--- config.mk ---
export PLATFORM = sky130hd
export DESIGN_NAME = ascii_frame_receiver_checksum_flat
export DESIGN_NICKNAME = d
export VERILOG_FILES = /design/src/afrc_pkg.sv /design/src/afrc_if.sv /design/src/afrc_ram.sv /design/src/ascii_frame_receiver_checksum.sv /design/src/flat_wrapper.sv
export SDC_FILE = /design/constraint.sdc
export NUM_CORES = 1
export LEC_CHECK = 0
export BUFFER_PORTS_ARGS = -buffer_cell sky130_fd_sc_hd__buf_2
export CAP_MARGIN = 20
export CORE_MARGIN = 3
export CORE_UTILIZATION = 30
export CTS_CLUSTER_DIAMETER = 30
export DETAILED_ROUTE_END_ITERATION = 8
export GPL_TIMING_DRIVEN = 0
export PLACE_DENSITY_LB_ADDON = 0.08
export SLEW_MARGIN = 10
export SYNTH_ARGS = -nofsm -noshare
export SYNTH_HDL_FRONTEND = slang
export SYNTH_HIERARCHICAL = 1
export SYNTH_SLANG_ARGS = --single-unit
--- constraint.sdc ---
create_clock -name i_clk -period 6.34 [get_ports i_clk]
set_input_delay 1.268 -clock i_clk [delete_from_list [all_inputs] [get_ports i_clk]]
set_output_delay 1.268 -clock i_clk [all_outputs]
set_load 0.02 [all_outputs]
--- src/afrc_pkg.sv ---
`default_nettype none
// ----------------------------------------------------------------------------
// afrc_pkg
// Types and character codes shared by the ASCII frame receiver.
// ----------------------------------------------------------------------------
package afrc_pkg;

    typedef logic [1:0]  t_op;
    typedef logic [7:0]  t_byte;
    typedef logic [6:0]  t_index;
    typedef logic [3:0]  t_status;
    typedef logic [11:0] t_sum;

    // operations
    localparam t_op OP_BYTE    = 2'd0;
    localparam t_op OP_READ    = 2'd1;
    localparam t_op OP_RELEASE = 2'd2;

    // result status codes
    localparam t_status ST_HUNTING  = 4'd0;
    localparam t_status ST_HEADER   = 4'd1;
    localparam t_status ST_STORED   = 4'd2;
    localparam t_status ST_VALID    = 4'd3;
    localparam t_status ST_BAD_SUM  = 4'd4;
    localparam t_status ST_OVERRUN  = 4'd5;
    localparam t_status ST_DROPPED  = 4'd6;
    localparam t_status ST_READ     = 4'd7;
    localparam t_status ST_RELEASED = 4'd8;

    // characters
    localparam t_byte CH_HASH = 8'h23;
    localparam t_byte CH_LB   = 8'h62;
    localparam t_byte CH_LC   = 8'h63;
    localparam t_byte CH_V    = 8'h56;
    localparam t_byte CH_O    = 8'h4F;
    localparam t_byte CH_Q    = 8'h51;
    localparam t_byte CH_C    = 8'h43;
    localparam t_byte CH_CR   = 8'h0D;
    localparam t_byte CH_EQ   = 8'h3D;

    // first stored entry past the three header bytes
    localparam int unsigned HDR_LEN = 3;

endpackage

`default_nettype wire

--- src/afrc_if.sv ---
`default_nettype none
// ----------------------------------------------------------------------------
// afrc_if
// Valid/ready channels for the frame receiver: request and result.
// ----------------------------------------------------------------------------
interface afrc_in_if;
    import afrc_pkg::*;

    logic   valid;
    logic   ready;
    t_op    op;
    t_byte  rx_byte;
    t_index read_index;

    modport source (output valid, output op, output rx_byte, output read_index,
                    input ready);
    modport sink   (input valid, input op, input rx_byte, input read_index,
                    output ready);
endinterface

interface afrc_out_if;
    import afrc_pkg::*;

    logic    valid;
    logic    ready;
    t_status status;
    t_byte   frame_length;
    t_byte   read_data;
    logic    locked;

    modport source (output valid, output status, output frame_length,
                    output read_data, output locked, input ready);
    modport sink   (input valid, input status, input frame_length,
                    input read_data, input locked, output ready);
endinterface

`default_nettype wire

--- src/afrc_ram.sv ---
`default_nettype none
// ----------------------------------------------------------------------------
// afrc_ram
// Generic single write port RAM with one registered read port.
// ----------------------------------------------------------------------------
module afrc_ram #(
    parameter int unsigned WIDTH = 8,
    parameter int unsigned DEPTH = 128
) (
    input  wire logic                     i_clk,
    input  wire logic                     i_we,
    input  wire logic [$clog2(DEPTH)-1:0] i_waddr,
    input  wire logic [WIDTH-1:0]         i_wdata,
    input  wire logic                     i_re,
    input  wire logic [$clog2(DEPTH)-1:0] i_raddr,
    output logic      [WIDTH-1:0]         o_rdata
);

    logic [WIDTH-1:0] r_mem [DEPTH];
    logic [WIDTH-1:0] r_rdata;

    always_ff @(posedge i_clk) begin
        if (i_we) begin
            r_mem[i_waddr] <= i_wdata;
        end
        if (i_re) begin
            r_rdata <= r_mem[i_raddr];
        end
    end

    assign o_rdata = r_rdata;

endmodule

`default_nettype wire

--- src/ascii_frame_receiver_checksum.sv ---
// A request is registered with the store read in stage 1, then in the output
// register, which presents the result. Throughput: one transaction per cycle
// while the result side is ready; the per-byte update is a single pass
// between the request and the frame-store read register. Reset (synchronous,
// active low) clears the hunt/frame/lock state and the pipeline valids. Frame
// store contents stay undefined until written; there is no clearing pass.
`default_nettype none
// ----------------------------------------------------------------------------
// ascii_frame_receiver_checksum
// Hunts for '#', 'b'/'c', kind-letter headers, stores the frame up to CR and
// checks the two-character additive checksum before locking the store.
// ----------------------------------------------------------------------------
module ascii_frame_receiver_checksum #(
    parameter int unsigned BUFFER_DEPTH = 128
) (
    input  wire logic   i_clk,
    input  wire logic   i_rst_n,
    afrc_in_if.sink     i_in,
    afrc_out_if.source  o_out
);
    import afrc_pkg::*;

    localparam int unsigned AW = $clog2(BUFFER_DEPTH);
    localparam logic [7:0]  DEPTH_C = 8'(BUFFER_DEPTH);
    localparam logic [7:0]  HDR_C   = 8'(HDR_LEN);

    // frame state
    logic [7:0] r_wp,       n_wp;
    logic       r_in_frame, n_in_frame;
    t_byte      r_prev1,    n_prev1;
    t_byte      r_prev2,    n_prev2;
    t_sum       r_sum,      n_sum;
    logic       r_lock,     n_lock;
    t_byte      r_len,      n_len;
    // shadow of the last two stored bytes and of header entries one and two
    t_byte      r_last1,    n_last1;
    t_byte      r_last2,    n_last2;
    t_byte      r_ent1,     n_ent1;
    t_byte      r_ent2,     n_ent2;

    // stage 1: waits for the store read
    logic       r_s1_valid;
    t_status    r_s1_status;
    t_byte      r_s1_len;
    logic       r_s1_locked;
    logic       r_s1_use_ram;
    t_byte      r_s1_data;

    // output register
    logic       r_o_valid;
    t_status    r_o_status;
    t_byte      r_o_len;
    t_byte      r_o_data;
    logic       r_o_locked;

    logic       w_acc;
    logic       w_s1_adv;
    t_status    w_status;
    t_byte      w_data;
    logic       w_use_ram;
    logic       w_we;
    t_byte      w_wdata;
    t_byte      w_rdata;
    logic       w_header;
    logic       w_kind;
    t_sum       w_chk;
    t_byte      w_want_hi;
    t_byte      w_want_lo;
    logic [7:0] w_idx;

    assign w_s1_adv   = r_s1_valid && (!r_o_valid || o_out.ready);
    assign i_in.ready = !r_s1_valid || w_s1_adv;
    assign w_acc      = i_in.valid && i_in.ready;

    assign w_idx  = {1'b0, i_in.read_index};
    assign w_kind = (i_in.rx_byte == CH_V) || (i_in.rx_byte == CH_O) ||
                    (i_in.rx_byte == CH_Q) || (i_in.rx_byte == CH_C);
    assign w_header = (r_prev2 == CH_HASH) &&
                      ((r_prev1 == CH_LB) || (r_prev1 == CH_LC)) && w_kind;

    // sum with the two checksum characters taken back out
    assign w_chk     = r_sum - {4'd0, r_last2} - {4'd0, r_last1};
    assign w_want_hi = CH_EQ + {2'd0, w_chk[11:6]};
    assign w_want_lo = CH_EQ + {2'd0, w_chk[5:0]};

    always_comb begin
        n_wp       = r_wp;
        n_in_frame = r_in_frame;
        n_prev1    = r_prev1;
        n_prev2    = r_prev2;
        n_sum      = r_sum;
        n_lock     = r_lock;
        n_len      = r_len;
        n_last1    = r_last1;
        n_last2    = r_last2;
        n_ent1     = r_ent1;
        n_ent2     = r_ent2;
        w_status   = ST_HUNTING;
        w_data     = '0;
        w_use_ram  = 1'b0;
        w_we       = 1'b0;
        w_wdata    = i_in.rx_byte;
        case (i_in.op)
            OP_BYTE: begin
                if (r_lock) begin
                    w_status = ST_DROPPED;
                end else if (!r_in_frame) begin
                    if (w_header) begin
                        n_ent1     = r_prev1;
                        n_ent2     = i_in.rx_byte;
                        n_last2    = r_prev1;
                        n_last1    = i_in.rx_byte;
                        n_wp       = HDR_C;
                        n_sum      = {4'd0, r_prev2} + {4'd0, r_prev1} +
                                     {4'd0, i_in.rx_byte};
                        n_prev1    = '0;
                        n_prev2    = '0;
                        n_in_frame = 1'b1;
                        w_status   = ST_HEADER;
                    end else begin
                        n_prev2 = r_prev1;
                        n_prev1 = i_in.rx_byte;
                    end
                end else if (r_wp >= DEPTH_C) begin
                    n_wp       = '0;
                    n_in_frame = 1'b0;
                    n_lock     = 1'b0;
                    w_status   = ST_OVERRUN;
                end else if (i_in.rx_byte != CH_CR) begin
                    w_we     = 1'b1;
                    n_wp     = r_wp + 8'd1;
                    n_sum    = r_sum + {4'd0, i_in.rx_byte};
                    n_last2  = r_last1;
                    n_last1  = i_in.rx_byte;
                    w_status = ST_STORED;
                end else begin
                    n_sum = w_chk;
                    if ((w_want_hi == r_last2) && (w_want_lo == r_last1)) begin
                        w_we     = 1'b1;
                        w_wdata  = CH_CR;
                        n_len    = r_wp + 8'd1;
                        n_lock   = 1'b1;
                        w_status = ST_VALID;
                    end else begin
                        n_lock   = 1'b0;
                        w_status = ST_BAD_SUM;
                    end
                    n_wp       = '0;
                    n_in_frame = 1'b0;
                end
            end
            OP_READ: begin
                w_status = ST_READ;
                if (w_idx < DEPTH_C) begin
                    // header entries live in registers (the hash is a constant), the rest in the RAM
                    if (w_idx == 8'd0) begin
                        w_data = CH_HASH;
                    end else if (w_idx == 8'd1) begin
                        w_data = r_ent1;
                    end else if (w_idx == 8'd2) begin
                        w_data = r_ent2;
                    end else begin
                        w_use_ram = 1'b1;
                    end
                end
            end
            OP_RELEASE: begin
                n_lock   = 1'b0;
                w_status = ST_RELEASED;
            end
            default: begin
            end
        endcase
    end

    afrc_ram #(
        .WIDTH (8),
        .DEPTH (BUFFER_DEPTH)
    ) u_store (
        .i_clk   (i_clk),
        .i_we    (w_acc && w_we),
        .i_waddr (r_wp[AW-1:0]),
        .i_wdata (w_wdata),
        .i_re    (w_acc),
        .i_raddr (w_idx[AW-1:0]),
        .o_rdata (w_rdata)
    );

    always_ff @(posedge i_clk) begin
        if (!i_rst_n) begin
            r_wp       <= '0;
            r_in_frame <= 1'b0;
            r_prev1    <= '0;
            r_prev2    <= '0;
            r_sum      <= '0;
            r_lock     <= 1'b0;
            r_len      <= '0;
            r_s1_valid <= 1'b0;
            r_o_valid  <= 1'b0;
        end else begin
            if (w_acc) begin
                r_wp       <= n_wp;
                r_in_frame <= n_in_frame;
                r_prev1    <= n_prev1;
                r_prev2    <= n_prev2;
                r_sum      <= n_sum;
                r_lock     <= n_lock;
                r_len      <= n_len;
            end
            if (w_acc) begin
                r_s1_valid <= 1'b1;
            end else if (w_s1_adv) begin
                r_s1_valid <= 1'b0;
            end
            if (w_s1_adv) begin
                r_o_valid <= 1'b1;
            end else if (o_out.ready) begin
                r_o_valid <= 1'b0;
            end
        end
    end

    always_ff @(posedge i_clk) begin
        if (w_acc) begin
            r_last1      <= n_last1;
            r_last2      <= n_last2;
            r_ent1       <= n_ent1;
            r_ent2       <= n_ent2;
            r_s1_status  <= w_status;
            r_s1_len     <= n_len;
            r_s1_locked  <= n_lock;
            r_s1_use_ram <= w_use_ram;
            r_s1_data    <= w_data;
        end
        if (w_s1_adv) begin
            r_o_status <= r_s1_status;
            r_o_len    <= r_s1_len;
            r_o_locked <= r_s1_locked;
            r_o_data   <= r_s1_use_ram ? w_rdata : r_s1_data;
        end
    end

    assign o_out.valid        = r_o_valid;
    assign o_out.status       = r_o_status;
    assign o_out.frame_length = r_o_len;
    assign o_out.read_data    = r_o_data;
    assign o_out.locked       = r_o_locked;

`ifndef SYNTHESIS
    a_wp_in_frame: assert property (@(posedge i_clk) disable iff (!i_rst_n)
        r_in_frame |-> (r_wp >= HDR_C) && (r_wp <= DEPTH_C))
        else $error("write pointer out of range inside a frame");

    a_wp_idle: assert property (@(posedge i_clk) disable iff (!i_rst_n)
        !r_in_frame |-> (r_wp == 8'd0))
        else $error("write pointer not cleared outside a frame");

    a_lock_excl: assert property (@(posedge i_clk) disable iff (!i_rst_n)
        r_lock |-> !r_in_frame)
        else $error("store locked while a frame is being received");

    a_drop: assert property (@(posedge i_clk) disable iff (!i_rst_n)
        (w_acc && (i_in.op == OP_BYTE) && r_lock) |=>
            (r_s1_status == ST_DROPPED) && r_lock && $stable(r_wp))
        else $error("byte while locked not dropped");

    a_valid_locks: assert property (@(posedge i_clk) disable iff (!i_rst_n)
        (r_o_valid && (r_o_status == ST_VALID)) |-> r_o_locked)
        else $error("valid frame reported without lock");
`endif

endmodule

`default_nettype wire

--- src/flat_wrapper.sv ---
// flat-port wrapper written by rule: the top's interface ports become plain ports
module ascii_frame_receiver_checksum_flat import afrc_pkg::*;
#(
    parameter int unsigned BUFFER_DEPTH = 128
)
  (i_clk, i_rst_n, i_in_valid, i_in_op, i_in_rx_byte, i_in_read_index, i_in_ready, o_out_valid, o_out_status, o_out_frame_length, o_out_read_data, o_out_locked, o_out_ready);
  afrc_in_if i_in_i ();
  afrc_out_if o_out_i ();
  input  wire logic i_clk;
  input  wire logic i_rst_n;
  input wire logic [$bits(i_in_i.valid)-1:0] i_in_valid;
  input wire logic [$bits(i_in_i.op)-1:0] i_in_op;
  input wire logic [$bits(i_in_i.rx_byte)-1:0] i_in_rx_byte;
  input wire logic [$bits(i_in_i.read_index)-1:0] i_in_read_index;
  output wire logic [$bits(i_in_i.ready)-1:0] i_in_ready;
  output wire logic [$bits(o_out_i.valid)-1:0] o_out_valid;
  output wire logic [$bits(o_out_i.status)-1:0] o_out_status;
  output wire logic [$bits(o_out_i.frame_length)-1:0] o_out_frame_length;
  output wire logic [$bits(o_out_i.read_data)-1:0] o_out_read_data;
  output wire logic [$bits(o_out_i.locked)-1:0] o_out_locked;
  input wire logic [$bits(o_out_i.ready)-1:0] o_out_ready;
  assign i_in_i.valid = i_in_valid;
  assign i_in_i.op = i_in_op;
  assign i_in_i.rx_byte = i_in_rx_byte;
  assign i_in_i.read_index = i_in_read_index;
  assign i_in_ready = i_in_i.ready;
  assign o_out_valid = o_out_i.valid;
  assign o_out_status = o_out_i.status;
  assign o_out_frame_length = o_out_i.frame_length;
  assign o_out_read_data = o_out_i.read_data;
  assign o_out_locked = o_out_i.locked;
  assign o_out_i.ready = o_out_ready;
  ascii_frame_receiver_checksum #(.BUFFER_DEPTH(BUFFER_DEPTH)) u_core (.i_clk(i_clk), .i_rst_n(i_rst_n), .i_in(i_in_i), .o_out(o_out_i));
endmodule
==> results of run 1 <==
[critical path: cells and delay by family, from the launching register on]
family / cells / cell delay (ns)
adder cells (fa/ha/maj): 3 / 1.15
AND/OR/NAND/NOR: 11 / 2.60
XOR/XNOR: 1 / 0.17
flip-flops: 1 / 0.45
AO/OA/AOI/OAI: 3 / 0.59
buffers and inverters: 4 / 0.68
[where the power goes]
| part | internal (W) | switching, W |
|---|---|---|
| Combinational | 0.000320 | 0.000521 |
| Sequential | 0.00841 | 0.0000106 |
| Clock | 0.0105 | 0.00434 |
| Total | 0.0192 | 0.00487 |
[registers in the layout (all words and copies together), names as in the netlist, 4 cells and up]
register	count
u_core/r_len	8
u_core/r_ent1	8
u_core/r_sum	12
u_core/r_prev1	8
u_core/r_ent2	8
u_core/r_prev2	8
u_core/o_out.read_data	8
u_core/r_s1_status	4
u_core/o_out.status	4
u_core/u_store/r_mem	1024
u_core/r_wp	8
u_core/r_s1_data	8
u_core/o_out.frame_length	8
u_core/r_last2	8
u_core/r_last1	8
u_core/u_store/o_rdata	8
u_core/r_s1_len	8
[layout make-up]
type                       count  area share, %
sequential                  1155           55.3
multi-input combinational   1009           20.9
clock buffer                 331           12.6
tap                         2044           4.14
clock inverter               186           3.50
timing repair buffer         115           2.10
buffer                       120           1.16
inverter                      46          0.279
antenna                        2        0.00810
[metrics by stage]
stage                     instance area (µm²)  hold WS [ns]  setup TNS [ns]
after detailed placement                50200         0.405        -1654.17
after global routing                    61800         0.419         -0.0772
after floorplan                         46800         0.400               0
after global placement                  49600         0.403        -2546.74
after CTS                               61500         0.415           -6.10
final                                   61800         0.413               0
[logic make-up (layout without fill, tap and decap cells)]
logic type	count (synthesis)	in the layout	synth area share, %
AO/OA/AOI/OAI	144	144	1.98
XOR/XNOR	41	41	0.826
adder cells (fa/ha/maj)	48	48	1.57
buffers and inverters	167	798	1.49
flip-flops	1155	1155	73.1
multiplexers	380	380	17.2
other	0	2	0
AND/OR/NAND/NOR	396	396	3.88
[cells in the mapped netlist (all sizes together), types with 7 or more instances]
| library cell | instances |
|---|---|
| xor2 | 11 |
| nor2b | 16 |
| mux2 | 32 |
| inv | 44 |
| buf | 48 |
| mux2i | 12 |
| nand4b | 8 |
| nor2 | 179 |
| nand3 | 39 |
| o21ai | 23 |
| fa | 18 |
| nor3 | 21 |
| nand2b | 9 |
| clkbuf | 73 |
| ha | 30 |
| mux4 | 336 |
| a21oi | 66 |
| a211oi | 7 |
| edfxtp | 1107 |
| a21o | 9 |
| nand2 | 83 |
| xnor2 | 28 |
| dfxtp | 48 |
[metal layers]
metal / track usage, % / vias up / wire, µm
li1: - / 10520 / -
met4: 6.00 / 0 / 3780
met5: 0 / - / 0
met1: 22.3 / 13121 / 59200
met2: 28.0 / 699 / 67500
met3: 4.02 / 226 / 7050
[worst min-delay path by stage]
stage	to	slack [ns]	cells after the start
finish	u_core/o_out.frame_length[0]$_DFFE_PP_	0.41	0
detailed placement	u_core/o_out.frame_length[0]$_DFFE_PP_	0.40	0
global placement	u_core/o_out.frame_length[2]$_DFFE_PP_	0.40	0
global route	u_core/o_out.status[1]$_DFFE_PP_	0.42	0
floorplan	u_core/o_out.frame_length[0]$_DFFE_PP_	0.40	0
CTS	u_core/o_out.frame_length[0]$_DFFE_PP_	0.41	0
[what timing repair did]
item                                    in CTS  in global routing
pin swaps                                   32                  9
cloned                                       1                  0
endpoints found under the setup margin    1024                961
hold buffers                                 0                  0
buffers inserted                            37                 10
gates resized for setup                    243                 32
==> impl_metrics.json, run 1 <==
{
  "worst_pin_slew_ns": 1.11,
  "die_y_um": 401,
  "outcome": "finished clean",
  "insertion_delay_ns": 0.89,
  "overflow": 0,
  "r2r_start": "u_core/r_last2[3]$_DFFE_PP_",
  "post-route-min-period_ns": 6.00,
  "grt_use_total_pct": 17.1,
  "synth_top_area_share_pct": 71.0,
  "cts_buffers": 297,
  "async_flop_share_pct": 0,
  "drc_errors": 0,
  "slew_headroom_pct": 25.8,
  "r2r_slack_ns": 0.34,
  "rows": 144,
  "ios": 44,
  "post-dp-hpwl_mm": 92.7,
  "wirelength_mm": 137,
  "place_inst": 4440,
  "cpPeakStageDelay_ns": 0.45,
  "ir_drop_uv": 308,
  "yosysWarnings": 6,
  "cp.arrival_ns": 6.52,
  "wl_per_cell_um": 27.5,
  "first_iter_violations": 1998,
  "power_density_nw_per_um2": 389,
  "syn_nets": 2400,
  "clock_path_buffers": 4,
  "setup_viol": 0,
  "drv_slew": 0,
  "crit_path_max_fanout": 7,
  "vias_per_cell": 4.91,
  "crit_type": "register to register",
  "final.period_utilization_pct": 94.6,
  "mostFrequentLayoutCell": "edfxtp_1",
  "cp-startpoint": "u_core/r_last2[3]$_DFFE_PP_",
  "ff_latch_area_um2": 34200,
  "via_count": 24566,
  "synth_ff_type": "edfxtp_1",
  "synthCells": 2331,
  "die_w_um": 401,
  "clockRootBuffer": "clkbuf_16",
  "synth.distinct_cells": 69,
  "clk_pin_slew_worst_paths_ns": 0.04,
  "leakage_nw": 20.2,
  "power_w": 0.0241,
  "pre_cts_slack_ns": -2.20,
  "cts.htree.levels": 5,
  "startpoint_type": "register",
  "drv_cap": 0,
  "synth_area_leader_cell": "edfxtp_1",
  "die_area_um2": 161000,
  "min-delay-start": "u_core/r_s1_len[0]$_DFFE_PP_",
  "final_cell_mix": "1107 x edfxtp_1, 336 x mux4_2, 312 x clkbuf_16",
  "r2r_end": "u_core/u_store/r_mem[70][1]$_DFFE_PP_",
  "yosysSeqAreaShare_pct": 73.1,
  "antenna_found_initial": 10,
  "nets": 2813,
  "cts.sinks": 1155,
  "grt_max_degree": 66,
  "worstPathCellList": "inv_1 > fa_1 > ha_1 > o21ai_2 > a21oi_1 > nor4_1 > nor3_4 > ha_1 > xnor2_1 > nand4_1 > nor4_2 > nand3_1 > or3_1 > a2111oi_4 > nand2b_1 > and2_4 > nor2b_4 > nand3_4 > buf_12 > clkbuf_8 > nor2_4 > buf_12",
  "ys_ff_latch": 1155,
  "yosys-top-cells-area": "edfxtp_1 71%, mux4_2 16%, dfxtp_1 2.1%, nor2_1 1.4%, ha_1 0.80%",
  "multiInputGateArea_um2": 12900,
  "port_buffers": 42,
  "hold_viol_final": 0,
  "syn_area_per_cell_um2": 20.1,
  "grt_first_pass_wirelength_mm": 195,
  "drive_gt1_share_pct": 38.4,
  "slowest_stage": "edfxtp_1",
  "final_util_pct": 40.0,
  "start_util_pct": 30.3,
  "globalplace.congestion": 0.774,
  "reg2regPathDepth": 22,
  "cp-end-kind": "register",
  "hp-class": "register to register",
  "cts_tree": "done",
  "timing.final.ws_setup_ns": 0.343,
  "dr.pass1.iters": 5,
  "netlist_area_um2": 46800,
  "fin_cells": 5008,
  "grt_pass1_vias": 26276,
  "fmax_mhz": 167,
  "core_area_um2": 155000,
  "areaGrowthSynthToFinish_pct": 32.0,
  "crit_end": "u_core/u_store/r_mem[70][1]$_DFFE_PP_",
  "required_ns": 6.86,
  "nFillCells": 13850,
  "synth_edf_count": 1107,
  "fin_skew_ns": 0.0632,
  "ant_nets": 0
}
No activity file was read; power rests on OpenSTA's default activity.
==> run 2: changes to the inputs <==
Settings changed: PLACE_DENSITY_LB_ADDON 0.08 to 0.05.
==> run 2 against run 1 <==
Net effect: largest power group unchanged; critical path type unchanged; die area did not move; clock skew rose by 0.019 ns; count of clock-buffer cells in the layout rose by 25; worst hold slack got worse by 0.0020 ns; first-iteration DRC count fell by 5.8%.
==> impl_metrics.json, run 2 (same netlist as run 1, synthesis figures left out) <==
{
  "crit_path_max_fanout": 8,
  "wl_per_cell_um": 28.0,
  "hold_viol_final": 0,
  "grt_first_pass_wirelength_mm": 200,
  "dr.pass1.iters": 5,
  "fmax_mhz": 164,
  "outcome": "finished clean",
  "mostFrequentLayoutCell": "edfxtp_1",
  "cts.sinks": 1155,
  "cp-end-kind": "register",
  "min-delay-start": "u_core/r_s1_len[1]$_DFFE_PP_",
  "reg_top3": "u_core/u_store/r_mem: 1024 flops, u_core/r_sum: 12 flops",
  "path_depth": 21,
  "final.period_utilization_pct": 96.1,
  "crit_family": "simple AND/OR/NAND/NOR gates",
  "antenna_found_initial": 4,
  "first_iter_violations": 1882,
  "insertion_delay_ns": 0.90,
  "cp-startpoint": "u_core/r_last2[6]$_DFFE_PP_",
  "drc_errors": 0,
  "ios": 44,
  "regMostFlops": "u_core/u_store/r_mem",
  "cts_buffers": 308,
  "fin_skew_ns": 0.0820,
  "drive_gt1_share_pct": 37.3,
  "cp.arrival_ns": 6.61,
  "largest_reg_flops": 1024,
  "core_area_um2": 155000,
  "slowest_stage": "edfxtp_1",
  "timing.final.ws_setup_ns": 0.245,
  "nets": 2803,
  "startpoint_type": "register",
  "final_util_pct": 39.9,
  "post-route-min-period_ns": 6.09,
  "cpPeakStageDelay_ns": 0.47,
  "setup_viol": 0,
  "clock_path_buffers": 4,
  "slew_headroom_pct": 22.2,
  "die_area_um2": 161000,
  "worst_pin_slew_ns": 1.17,
  "clk_pin_slew_worst_paths_ns": 0.05,
  "cts_tree": "done",
  "ant_nets": 0,
  "final_cell_mix": "1107 x edfxtp_1, 336 x mux4_2, 314 x clkbuf_16",
  "required_ns": 6.85,
  "reg2regPathDepth": 21,
  "grt_max_degree": 73,
  "fin_cells": 5007,
  "clockRootBuffer": "clkbuf_16",
  "grt_pass1_vias": 26553,
  "via_count": 24811,
  "pre_cts_slack_ns": -2.09,
  "wirelength_mm": 140,
  "worstPathCellList": "inv_1 > fa_1 > ha_2 > nand2_1 > nor2_1 > a21oi_4 > xnor2_4 > ha_1 > xnor2_1 > nand4_1 > nor4_1 > nand3_1 > or3_1 > a2111oi_4 > nand2b_1 > and2_4 > nor2b_4 > nand2_2 > clkbuf_8 > buf_16 > nor2_4",
  "hp-class": "register to register",
  "finalSetupTns_ns": 0,
  "port_buffers": 42,
  "ir_drop_uv": 247,
  "r2r_slack_ns": 0.25,
  "rows": 144,
  "areaGrowthSynthToFinish_pct": 31.8,
  "post-dp-hpwl_mm": 95.8,
  "globalplace.congestion": 0.796,
  "power_density_nw_per_um2": 398,
  "drv_cap": 0,
  "place_inst": 4446,
  "grt_use_total_pct": 17.5,
  "path_buf_inv": 3,
  "drv_slew": 0,
  "die_w_um": 401,
  "crit_type": "register to register",
  "overflow": 0,
  "power_w": 0.0245,
  "whs_path_depth": 0,
  "r2r_start": "u_core/r_last2[6]$_DFFE_PP_",
  "vias_per_cell": 4.96,
  "die_y_um": 401,
  "start_util_pct": 30.3,
  "leakage_nw": 20.1,
  "cts.htree.levels": 5
}
[run 2: stage by stage]
| step | area (µm²) | hold WS, ns |
|---|---|---|
| final | 61700 | 0.411 |
| after global routing | 61700 | 0.422 |
| after CTS | 61400 | 0.414 |
| after detailed placement | 50300 | 0.405 |
| after global placement | 49600 | 0.401 |
| after floorplan | 46800 | 0.400 |
[run 2: layout make-up]
type                            count  area (µm²)
Antenna cell                        2        5.00
Buffer                            120         647
Clock buffer                      356        7970
Clock inverter                    181        2250
Fill cell                       13899       92900
Inverter                           46         173
Multi-Input combinational cell   1009       12800
Sequential cell                  1155       34200
Tap cell                         2044        2560
Timing Repair Buffer               94        1100
[run 2: final timing paths]
check                                                         endpoint
worst min register to register  u_core/o_out.frame_length[1]$_DFFE_PP_
worst max-delay path            u_core/u_store/r_mem[108][6]$_DFFE_PP_
worst max register to register  u_core/u_store/r_mem[108][6]$_DFFE_PP_
worst min-delay path            u_core/o_out.frame_length[1]$_DFFE_PP_
[run 2: per-layer routing]
metal / global-route usage [%] / vias up / part of all wire (%)
met5: 0 / - / 0
met4: 6.49 / 0 / 3.0
met3: 3.29 / 265 / 4.2
met2: 28.8 / 676 / 49
met1: 23.2 / 13369 / 44
li1: - / 10501 / -
[run 2: timing repair]
action	4_1_cts	5_1_grt
pin swaps	15	5
buffers inserted	11	9
hold buffers	0	0
setup endpoints to repair	1024	914
resized for setup	205	27
[run 2: report_power, final]
group          internal [W]  switching (W)  leakage, nW  total [W]
clock network        0.0109        0.00436         4.94     0.0153
logic              0.000321       0.000530         4.81   0.000851
registers           0.00841      0.0000120         10.4    0.00842
total                0.0196        0.00491         20.1     0.0245
==> run 3: changes to the inputs <==
Settings changed: CORE_UTILIZATION 30 to 55, PLACE_DENSITY set to 0.67, PLACE_DENSITY_LB_ADDON 0.05 to unset.
==> run 3 against run 2 <==
Net effect: global-route usage up 9.2 points; sequential cell count unchanged; routed wire length down 17%; count of clock-buffer cells in the layout down 130; critical endpoint is now u_core/u_store/r_mem[113][3]$_DFFE_PP_; critical path depth down 1; setup slack better by 0.044 ns.
==> impl_metrics.json, run 3 (same netlist as run 1, synthesis figures left out) <==
{
  "vias_per_cell": 6.34,
  "leakage_nw": 18.4,
  "slowest_stage": "nor2_2",
  "drc_errors": 0,
  "clk_pin_slew_worst_paths_ns": 0.05,
  "crit_family": "simple AND/OR/NAND/NOR gates",
  "crit_type": "register to register",
  "ir_drop_uv": 317,
  "ff_latch_area_um2": 34200,
  "cp-end-kind": "register",
  "grt_first_pass_wirelength_mm": 172,
  "drive_gt1_share_pct": 35.1,
  "cpPeakStageDelay_ns": 0.43,
  "core_area_um2": 84000,
  "grt_pass1_vias": 25205,
  "port_buffers": 42,
  "largest_reg_flops": 1024,
  "fmax_mhz": 165,
  "setup_viol": 0,
  "dr.pass1.iters": 5,
  "post-route-min-period_ns": 6.05,
  "cts_buffers": 200,
  "nets": 2700,
  "drv_slew": 0,
  "final.period_utilization_pct": 95.4,
  "holdBufCountCts": 0,
  "placed_area_um2": 48900,
  "first_iter_violations": 3105,
  "startpoint_type": "register",
  "die_area_um2": 88700,
  "pre_cts_slack_ns": -1.49,
  "areaGrowthSynthToFinish_pct": 22.1,
  "insertion_delay_ns": 0.77,
  "worstPathCellList": "inv_1 > fa_1 > ha_1 > clkbuf_2 > a21oi_1 > o21ai_0 > a21oi_2 > xnor2_4 > ha_1 > xnor2_1 > nand4_1 > nor4_1 > nand3_1 > or3_1 > a2111oi_4 > nand2b_1 > and2_2 > nand3_2 > clkbuf_8 > nor2_2",
  "grt_max_degree": 82,
  "wl_per_cell_um": 29.7,
  "nFillCells": 5180,
  "globalplace.congestion": 0.902,
  "outcome": "finished clean",
  "fin_skew_ns": 0.0366,
  "grt_use_total_pct": 26.7,
  "wirelength_mm": 117,
  "drv_cap": 0,
  "hp-class": "register to register",
  "multiInputGateArea_um2": 12800,
  "power_density_nw_per_um2": 344,
  "cts.htree.levels": 4,
  "overflow": 0,
  "cts_tree": "done",
  "path_depth": 20,
  "required_ns": 6.72,
  "cts.sinks": 1155,
  "die_y_um": 298,
  "path_buf_inv": 3,
  "reg2regPathDepth": 20,
  "n_antenna_cell": 0,
  "crit_path_max_fanout": 10,
  "ant_nets": 0,
  "die_w_um": 298,
  "mostFrequentLayoutCell": "edfxtp_1",
  "via_count": 24935,
  "final_cell_mix": "1107 x edfxtp_1, 336 x mux4_2, 205 x clkbuf_16",
  "clockRootBuffer": "clkbuf_16",
  "hold_viol_final": 0,
  "clock_path_buffers": 3,
  "worst_pin_slew_ns": 1.13,
  "antenna_found_initial": 0,
  "cp.arrival_ns": 6.43,
  "regMostFlops": "u_core/u_store/r_mem",
  "rows": 106,
  "crit_top_cell": "ha_1",
  "rsz0062_at_grt": "no",
  "postLayoutCellArea_um2": 57200,
  "start_util_pct": 55.8,
  "post-dp-hpwl_mm": 75.3,
  "reg_top3": "u_core/u_store/r_mem: 1024 flops, u_core/r_sum: 12 flops",
  "ios": 44,
  "slew_headroom_pct": 24.4,
  "timing.final.ws_setup_ns": 0.289,
  "whs_path_depth": 0
}
run 3: changes by cell type in the layout (fill, tap and decap cells not counted), sizes merged:
cell and change:
buf +5, clkinv -16, bufinv -30, inv +12, clkbuf -130, clkinvlp -1, diode -2
run 3: worst reg2reg max path: stages, from the launching register on:
cell and delay, ns:
edfxtp_1 0.41, inv_1 0.10, fa_1 0.42, ha_1 0.28, clkbuf_2 0.17, a21oi_1 0.28, o21ai_0 0.15, a21oi_2 0.26
xnor2_4 0.19, ha_1 0.30, xnor2_1 0.17, nand4_1 0.10, nor4_1 0.28, nand3_1 0.13, or3_1 0.40, a2111oi_4 0.27
nand2b_1 0.18, and2_2 0.38, nand3_2 0.34, clkbuf_8 0.43, nor2_2 0.44
run 3: area by class of cell:
class / count / area share [%]
multi-input combinational: 1009 / 22.5
clock buffer: 226 / 8.98
buffer: 120 / 1.18
sequential: 1155 / 59.8
inverter: 46 / 0.302
clock inverter: 146 / 2.85
tap: 1134 / 2.48
timing repair buffer: 99 / 1.90
run 3: stage by stage:
stage	TNS [ns]	power [W]	utilization (%)	hold slack, ns	instances
after global placement	-1306.21	0.00932	57.7	0.401	3507
after floorplan	0	0.00902	-	0.400	2331
after CTS	-0.980	0.0198	67.8	0.417	3926
final	0	0.0197	68.1	0.414	3935
after detailed placement	-1013.73	0.00933	58.2	0.405	3526
after global routing	0	0.0202	68.1	0.419	3935
run 3: final timing paths:
path | startpoint | endpoint | slack [ns]
max | u_core/r_last1[4]$_DFFE_PP_ | u_core/u_store/r_mem[113][3]$_DFFE_PP_ | 0.29
min | u_core/r_s1_len[3]$_DFFE_PP_ | u_core/o_out.frame_length[3]$_DFFE_PP_ | 0.41
max reg2reg | u_core/r_last1[4]$_DFFE_PP_ | u_core/u_store/r_mem[113][3]$_DFFE_PP_ | 0.29
min reg2reg | u_core/r_s1_len[3]$_DFFE_PP_ | u_core/o_out.frame_length[3]$_DFFE_PP_ | 0.41
run 3: repair_timing:
action | in CTS | in global routing
buffers inserted | 28 | 7
setup endpoints to repair | 1024 | 1016
gates resized for setup | 227 | 27
pin swaps | 19 | 6
run 3: where the power goes:
part / internal, W / total, W / leakage, nW / switching [W]
Clock: 0.00670 / 0.0105 / 3.22 / 0.00379
Sequential: 0.00839 / 0.00840 / 10.4 / 0.0000102
Combinational: 0.000309 / 0.000786 / 4.83 / 0.000477
run 3: per-layer routing:
layer / part of all wire (%) / global-route usage (%)
met5: 0 / 0
met4: 3.4 / 10.2
met3: 8.9 / 5.54
met2: 49 / 42.7
met1: 38 / 36.8
